**src/sv/sorted_key_table_search_insert_unit_macros.svh**
```systemverilog
// Assertion macros used by the sorted key table top level.
`ifndef SORTED_KEY_TABLE_SEARCH_INSERT_UNIT_MACROS_SVH
`define SORTED_KEY_TABLE_SEARCH_INSERT_UNIT_MACROS_SVH

// Same-cycle implication, sampled on clk, off while rst_n is low.
`define SKST_ASSERT_NOW(lbl, ante, cons, msg) \
  lbl: assert property (@(posedge clk) disable iff (!rst_n) (ante) |-> (cons)) \
    else $error(msg);

// Next-cycle implication, sampled on clk, off while rst_n is low.
`define SKST_ASSERT_NEXT(lbl, ante, cons, msg) \
  lbl: assert property (@(posedge clk) disable iff (!rst_n) (ante) |=> (cons)) \
    else $error(msg);

`endif

```
**src/sv/skst_pkg.sv**
```systemverilog
// Shared types, constants and codes for the sorted key table.
package skst_pkg;

  localparam int SKST_DEPTH = 64;
  localparam int KEY_W      = 16;
  localparam int OUT_W      = 7;
  localparam int STATUS_W   = 2;

  // request types
  localparam logic REQ_SEARCH = 1'b0;
  localparam logic REQ_INSERT = 1'b1;

  // status codes
  localparam logic [STATUS_W-1:0] ST_OK   = 2'd0;
  localparam logic [STATUS_W-1:0] ST_FULL = 2'd1;
  localparam logic [STATUS_W-1:0] ST_DUP  = 2'd2;

  // what one cell hands to its upper neighbor
  typedef struct packed {
    logic             valid;
    logic             lt;
    logic             eq;
    logic             at_pos;
    logic [KEY_W-1:0] key;
  } cell_link_t;

  // common control broadcast to all cells
  typedef struct packed {
    logic             upd;
    logic [KEY_W-1:0] key;
  } cell_ctrl_t;

endpackage

```
**src/sv/skst_cell.sv**
```systemverilog
// One table cell: holds a key, compares it and shifts up on insert.
module skst_cell
  import skst_pkg::*;
(
  input  logic       clk,
  input  logic       rst_n,
  input  cell_ctrl_t ctrl,
  input  cell_link_t prev,
  output cell_link_t link
);

  logic             valid_r, valid_nxt;
  logic [KEY_W-1:0] key_r, key_nxt;
  logic             lt, eq, at_pos;

  // compare the stored key against the request key
  assign lt     = valid_r && (key_r < ctrl.key);
  assign eq     = valid_r && (key_r == ctrl.key);
  assign at_pos = prev.lt && !lt;

  // take the new key at the slot, take the lower neighbor above it, else hold
  always_comb begin
    valid_nxt = valid_r;
    key_nxt   = key_r;
    if (ctrl.upd) begin
      if (at_pos) begin
        valid_nxt = 1'b1;
        key_nxt   = ctrl.key;
      end else if (!prev.lt) begin
        valid_nxt = prev.valid;
        key_nxt   = prev.key;
      end
    end
  end

  always_ff @(posedge clk) begin
    if (!rst_n) begin
      valid_r <= 1'b0;
    end else begin
      valid_r <= valid_nxt;
    end
  end

  always_ff @(posedge clk) begin
    key_r <= key_nxt;
  end

  assign link.valid  = valid_r;
  assign link.lt     = lt;
  assign link.eq     = eq;
  assign link.at_pos = at_pos;
  assign link.key    = key_r;

endmodule

```
**src/sv/skst_pos_enc.sv**
```systemverilog
// One-hot to binary encoder for the insertion slot.
module skst_pos_enc
  import skst_pkg::*;
#(
  parameter int DEPTH = SKST_DEPTH,
  localparam int PW   = $clog2(DEPTH + 1)
) (
  input  logic [DEPTH:0]  onehot,
  output logic [PW-1:0]   pos
);

  // OR together the indexes of the set bits
  always_comb begin
    pos = '0;
    for (int i = 0; i <= DEPTH; i++) begin
      if (onehot[i]) begin
        pos = pos | PW'(i);
      end
    end
  end

endmodule

```
**src/sv/sorted_key_table_search_insert_unit.sv**
```systemverilog
// Top level of the sorted key table with search and in-order insert.
//
//   channel  | handshake               | beat
//   ---------+-------------------------+--------------------------------------
//   request  | start & !busy           | in_req_type, in_req_key
//   result   | out_valid (one cycle)   | out_key_found, out_position,
//            |                         | out_status, out_count_after
//
// A request is registered at the accept edge, and in the next
// cycle every cell compares in parallel, the slot is encoded and an insert
// shifts the row; the result beat shows in the cycle after that.
// busy is high for that one compare cycle, so a new request can be taken in
// the same cycle as the result beat. Synchronous reset empties the table at once (valid bits and
// count clear); the receiver cannot stall the result.
module sorted_key_table_search_insert_unit
  import skst_pkg::*;
#(
  parameter int TABLE_DEPTH = SKST_DEPTH
) (
  input  logic                clk,
  input  logic                rst_n,
  input  logic                start,
  output logic                busy,
  input  logic                in_req_type,
  input  logic [KEY_W-1:0]    in_req_key,
  output logic                out_valid,
  output logic                out_key_found,
  output logic [OUT_W-1:0]    out_position,
  output logic [STATUS_W-1:0] out_status,
  output logic [OUT_W-1:0]    out_count_after
);

  localparam int CW = $clog2(TABLE_DEPTH + 1);

  logic                busy_r;
  logic                type_r;
  logic [KEY_W-1:0]    key_r;
  logic [CW-1:0]       count_r, count_nxt;
  logic                out_valid_r;
  logic                found_out_r;
  logic [OUT_W-1:0]    pos_out_r;
  logic [STATUS_W-1:0] status_out_r, status_nxt;
  logic [OUT_W-1:0]    count_out_r;

  cell_ctrl_t            ctrl;
  cell_link_t            links [TABLE_DEPTH];
  cell_link_t            base;
  logic [TABLE_DEPTH:0]  onehot;
  logic [TABLE_DEPTH-1:0] eq_vec;
  logic [CW-1:0]         pos;
  logic                  found, full, do_ins, accept;

  assign accept = start && !busy_r;

  // register the request beat
  always_ff @(posedge clk) begin
    if (!rst_n) begin
      busy_r <= 1'b0;
    end else begin
      busy_r <= accept;
    end
  end

  always_ff @(posedge clk) begin
    if (accept) begin
      type_r <= in_req_type;
      key_r  <= in_req_key;
    end
  end

  // the cell below cell 0 always counts as smaller than the key
  assign base.valid  = 1'b1;
  assign base.lt     = 1'b1;
  assign base.eq     = 1'b0;
  assign base.at_pos = 1'b0;
  assign base.key    = '0;

  assign ctrl.upd = busy_r && do_ins;
  assign ctrl.key = key_r;

  // row of cells
  for (genvar g = 0; g < TABLE_DEPTH; g++) begin : g_cell
    if (g == 0) begin : g_first
      skst_cell u_cell (
        .clk   (clk),
        .rst_n (rst_n),
        .ctrl  (ctrl),
        .prev  (base),
        .link  (links[g])
      );
    end else begin : g_rest
      skst_cell u_cell (
        .clk   (clk),
        .rst_n (rst_n),
        .ctrl  (ctrl),
        .prev  (links[g-1]),
        .link  (links[g])
      );
    end
    assign onehot[g] = links[g].at_pos;
    assign eq_vec[g] = links[g].eq;
  end

  // every entry below the key: the slot is past the last cell
  assign onehot[TABLE_DEPTH] = links[TABLE_DEPTH-1].lt;

  skst_pos_enc #(
    .DEPTH (TABLE_DEPTH)
  ) u_pos_enc (
    .onehot (onehot),
    .pos    (pos)
  );

  assign found  = |eq_vec;
  assign full   = (count_r == CW'(TABLE_DEPTH));
  assign do_ins = (type_r == REQ_INSERT) && !found && !full;

  // decide status and new count
  always_comb begin
    status_nxt = ST_OK;
    if (type_r == REQ_INSERT) begin
      if (found) begin
        status_nxt = ST_DUP;
      end else if (full) begin
        status_nxt = ST_FULL;
      end
    end
    count_nxt = do_ins ? count_r + CW'(1) : count_r;
  end

  always_ff @(posedge clk) begin
    if (!rst_n) begin
      count_r     <= '0;
      out_valid_r <= 1'b0;
    end else begin
      out_valid_r <= busy_r;
      if (busy_r) begin
        count_r <= count_nxt;
      end
    end
  end

  // hold the result beat
  always_ff @(posedge clk) begin
    if (busy_r) begin
      found_out_r  <= found;
      pos_out_r    <= OUT_W'(pos);
      status_out_r <= status_nxt;
      count_out_r  <= OUT_W'(count_nxt);
    end
  end

  assign busy            = busy_r;
  assign out_valid       = out_valid_r;
  assign out_key_found   = found_out_r;
  assign out_position    = pos_out_r;
  assign out_status      = status_out_r;
  assign out_count_after = count_out_r;

`include "sorted_key_table_search_insert_unit_macros.svh"

  `SKST_ASSERT_NEXT(a_busy_gives_result, busy_r, out_valid_r, "compare cycle gave no result")
  `SKST_ASSERT_NOW(a_no_overlap, busy_r, !out_valid_r, "result beat overlaps compare cycle")
  `SKST_ASSERT_NOW(a_count_bound, 1'b1, count_r <= CW'(TABLE_DEPTH), "entry count past depth")
  `SKST_ASSERT_NOW(a_dup_found, out_valid_r && (status_out_r == ST_DUP), found_out_r, "duplicate without match")

endmodule
```
**config.mk**
```make
export PLATFORM = sky130hd
export DESIGN_NAME = sorted_key_table_search_insert_unit
export DESIGN_NICKNAME = d
export VERILOG_FILES = /design/src/sv/skst_pkg.sv /design/src/sv/skst_cell.sv /design/src/sv/skst_pos_enc.sv /design/src/sv/sorted_key_table_search_insert_unit.sv
export VERILOG_INCLUDE_DIRS = /design/src /design/src/sv
export SDC_FILE = /design/constraint.sdc
export NUM_CORES = 2
export LEC_CHECK = 0
export BUFFER_PORTS_ARGS = -buffer_cell sky130_fd_sc_hd__buf_2
export CAP_MARGIN = 20
export CORE_MARGIN = 2
export CORE_UTILIZATION = 55
export CTS_CLUSTER_DIAMETER = 100
export DETAILED_ROUTE_END_ITERATION = 16
export PLACE_DENSITY = 0.74
export SLEW_MARGIN = 0
export SYNTH_ARGS = -nofsm -noshare
export SYNTH_HDL_FRONTEND = slang
export SYNTH_HIERARCHICAL = 1
export SYNTH_SLANG_ARGS = --single-unit
```
**constraint.sdc**
```tcl
create_clock -name clk -period 20.7 [get_ports clk]
set_input_delay 2.07 -clock clk [delete_from_list [all_inputs] [get_ports clk]]
set_output_delay 2.07 -clock clk [all_outputs]
set_load 0.05 [all_outputs]
```
---- After elaboration in Yosys (flattened, before gate mapping) ----
Index checks and enable logic that the tools add are counted.
cells by class
  add/sub/neg operators ................... 1
  $lt $le $gt $ge ......................... 64
  equality and inequality tests ........... 130
  muxes and demuxes ....................... 705
  reduce and logical (&&, ||, !) cells .... 326
operators by type and width
  operator                                               number
  two-way mux 16 bit                                     317
  == test 16 bit                                         64
  less-than comparator 16 bit                            64
  two-way mux 1 bit                                      319
  logical AND 1 bit                                      195
  two-way mux 6 bit                                      32
  inequality test 3 x 2 -> 1 bit, second input constant  63
  AND reduction 2 bit                                    64
  two-way mux 5 bit                                      16
  zero test 1 bit                                        66
  OR reduction 64 bit                                    1
  two-way mux 4 bit                                      8
  two-way mux 7 bit                                      3
  two-way mux 2 bit                                      6
  two-way mux 3 bit                                      4
  adder 7 x 1 -> 7 bit, second input constant            1
  == test 7 bit, second input constant                   1
  inequality test 2 x 1 -> 1 bit, second input constant  1
  inequality test 2 bit, second input constant           1
word-level totals
  bits in registers ....................... 1131
  input bits .............................. 20
  output and inout port bits .............. 19
  logic and storage cells ................. 1364

---- Logic depth before layout (Yosys ltp) ----
  depth after elaboration ................. 67
  mapped depth ............................ 17
  mapped depth without buffers ............ 11

---- By module ----
The synthesis kept the hierarchy.
by module, submodules not included
  module                               times used  cells each  area an instance (um2)  sequential area each (um2)
  skst_cell                            64          145         1408.9                  500.5
  sorted_key_table_search_insert_unit  1           131         1815.5                  1201.2
  skst_pos_enc                         1           51          319.1                   0.0

---- Least setup slack after synthesis ----
OpenSTA, ideal clock, no wires.
  path type ............................... flip-flop to flip-flop
  from .................................... reg, netlist name key_r[11]
  to ...................................... reg g_cell[0].g_first.u_cell.key_r[0] (enable)
  library setup time ...................... 414 ps
  arrival time ............................ 7168 ps
  required time ........................... 20286 ps
  slack ................................... 13119 ps
  stages on the path, launching flop included .. 13
  path buffers ............................ 2
  clock period less this slack ............ 7581 ps
  cell sequence ........................... edfxtp_1 inv_1 ha_1 nand4_1 nor4_2 and3_1 buf_4 nor4_2 nand4_1 nor4b_4 and3_1 buf_6 a21boi_0
RTL lines
  element               RTL line         source
  to (signal assigned)  skst_cell.sv:45  key_r <= key_nxt;
  to (decl)             skst_cell.sv:13  logic [KEY_W-1:0] key_r, key_nxt;

==> impl_results.md <==
* Clock latency on the worst-skew pair at 0.79 ns
* Die Area at 171000 um^2
* Worst Skew at 0.0389 ns
* GRT Max-Usage Layer: met2
* Met1 Use GR at 40.0%
* Most frequent cells in the layout: nand2_1 (1421), inv_1 (1092), edfxtp_1 (1058)
* Gp weighted congestion at 0.942
* CTS tree: yes
* # fillers at 13800
* PD cells at 62.6 nW/um^2
* DIE HEIGHT at 414 um
* Number of clock sinks at 1131
* Commonest non-fill, non-tap cell in the layout: nand2_1
* Slew @ Worst Pin at 1.15 ns
* Post-CTS Hold Buffers at 0
* R2R cell count at 15
* HPWL after detailed placement at 178000 um
* WL per Instance at 23.2 um
* Hold Vio Cnt, Final at 0
* Largest net degree at the start of global routing at 129
* Maxcap violations at 0
* Synth Area per Inst at 9.76 um^2
* Core area at 167000 um^2
* Final nets at 10300
* Reg2Reg Capture Point: g_cell[7].g_rest.u_cell/key_r[1]
* DP Cell Count at 11300
* Antenna Violating Nets Remaining at 0
* Gate Count Post-Synth at 9459
* Outcome: finished clean
* Critical path launch point: key_r[4]
* GR Util met2 at 49.2%
* Multi-input logic area at 49800 um^2
* Final setup vio count at 0
* Register Area at 33200 um^2
* Worst setup endpoint: g_cell[7].g_rest.u_cell/key_r[1]
* Non-filler cells in the finished layout at 11600
* Worst vdd ir at 92.5 uV
* Die W at 414 um
* # H-tree levels at 4
* R2r startpoint: key_r[4]
* WL final at 268000 um
* Final worst-path cycle share at 40.6%
* Vias at 78100
* CP required at 21.20 ns
* Max_slew headroom at 22.4%
* Max-slew violations at 0
* Worst slack on hold paths at 0.510 ns
* Initial antenna violation count at 6
* Setup TNS at 0 ns
* Min Clock Period, post-route at 8.40 ns
* CTS buffer count at 137
* Worst hold-check path type: reg2reg
* Row count at 150
* Starting Density at 55.3%
* P_leak at 39.2 nW
* Total grt overflow at 0
* Num ports at 39
* Crit path DAT at 8.89 ns
* Global-route wire length before repair at 420000 um
* Vias/cell at 6.76
* R2R setup slack at 12.30 ns
* Synthesis Warnings at 6
* Post-CTS sizing at 0
* Max Freq at 119 MHz
* DR pass1 iterations at 7
* Drt initial violations at 8278
* Root Driver: clkbuf_16
* CTS max path bufs at 3
* Share of layout cells above drive strength 1 at 7.74%
* Port Buffer Count at 38
* Post-CTS Setup Inserts at 0
* Vias in the first global route at 74400
* CP max FO at 128
* Met3 Usage GRT at 5.43%
* Crit. End Element: flop
* RSZ-0062 raised after global routing: false
* DRC viols at 0
* Post-Syn Area at 92300 um^2
* GR Util All Layers at 30.6%
* Crit path kind: reg2reg
* Synth-to-layout area growth at 5.25%
* Clock-pin slew on the worst setup and hold paths at 0.06 ns
* Startpoint types: flop
[registers in the layout (all words and copies together), names as in the netlist]
| name | flops |
|---|---|
| g_cell.g_rest.u_cell/key_r | 1008 |
| key_r | 16 |
| g_cell.g_rest.u_cell/valid_r | 63 |
| out_valid | 1 |
| out_key_found | 1 |
| g_cell.g_first.u_cell/valid_r | 1 |
| out_position | 7 |
| g_cell.g_first.u_cell/key_r | 16 |
| busy | 1 |
| type_r | 1 |
| count_r | 7 |
| out_count_after | 7 |
| out_status | 2 |
[critical path: stages, from the launching register on]
cell and delay [ns]:
edfxtp_1 0.99, buf_4 0.55, buf_4 0.56, buf_4 0.73
inv_1 0.11, ha_1 0.32, nand2_1 0.08, nor4_2 0.05
and3_1 0.19, nor4_1 0.66, and4_1 0.45, nor4b_4 0.67
and3_4 0.93, buf_12 0.60, a21boi_1 0.75, buf_4 0.29
[report_power, final]
part	internal [mW]	leakage, nW	switching [mW]
Clock	1.46	2.21	1.00
Sequential	2.59	10.3	0.0759
Combinational	0.357	26.7	0.594
Total	4.41	39.2	1.67
[per-stage QoR]
| stage | setup WS, ns | total power [mW] | area, um^2 | utilization [%] |
|---|---|---|---|---|
| floorplan | 13.12 | 3.43 | 92400 | - |
| global placement | 12.29 | 3.59 | 92100 | 55.2 |
| detailed placement | 12.41 | 3.64 | 92400 | 55.4 |
| CTS | 12.34 | 6.09 | 97000 | 58.1 |
| global route | 11.91 | 6.30 | 97100 | 58.2 |
| finish | 12.30 | 6.08 | 97100 | 58.2 |
[area by class of cell]
class / count / area share, %
Multi-Input combinational cell: 6497 / 51.2
Sequential cell: 1131 / 34.2
Inverter: 1156 / 4.47
Clock buffer: 191 / 3.99
Tap cell: 2204 / 2.84
Timing Repair Buffer: 316 / 2.55
Clock inverter: 62 / 0.685
Antenna cell: 1 / 0.00258
[routing by layer]
layer,wire (um),up-vias
li1,-,35600
met1,106000,38100
met2,123000,3750
met3,25100,716
met4,13200,10
met5,79,-
[worst min path at each step]
stage | from | slack, ns | depth (start not counted) | to
floorplan | count_r[1] | 0.47 | 2 | count_r[1]
global placement | count_r[6] | 0.49 | 2 | count_r[6]
detailed placement | count_r[6] | 0.50 | 2 | count_r[6]
CTS | count_r[6] | 0.51 | 2 | count_r[6]
global route | count_r[1] | 0.55 | 2 | count_r[1]
finish | count_r[6] | 0.51 | 2 | count_r[6]
Power figures use the tool's default switching activity.
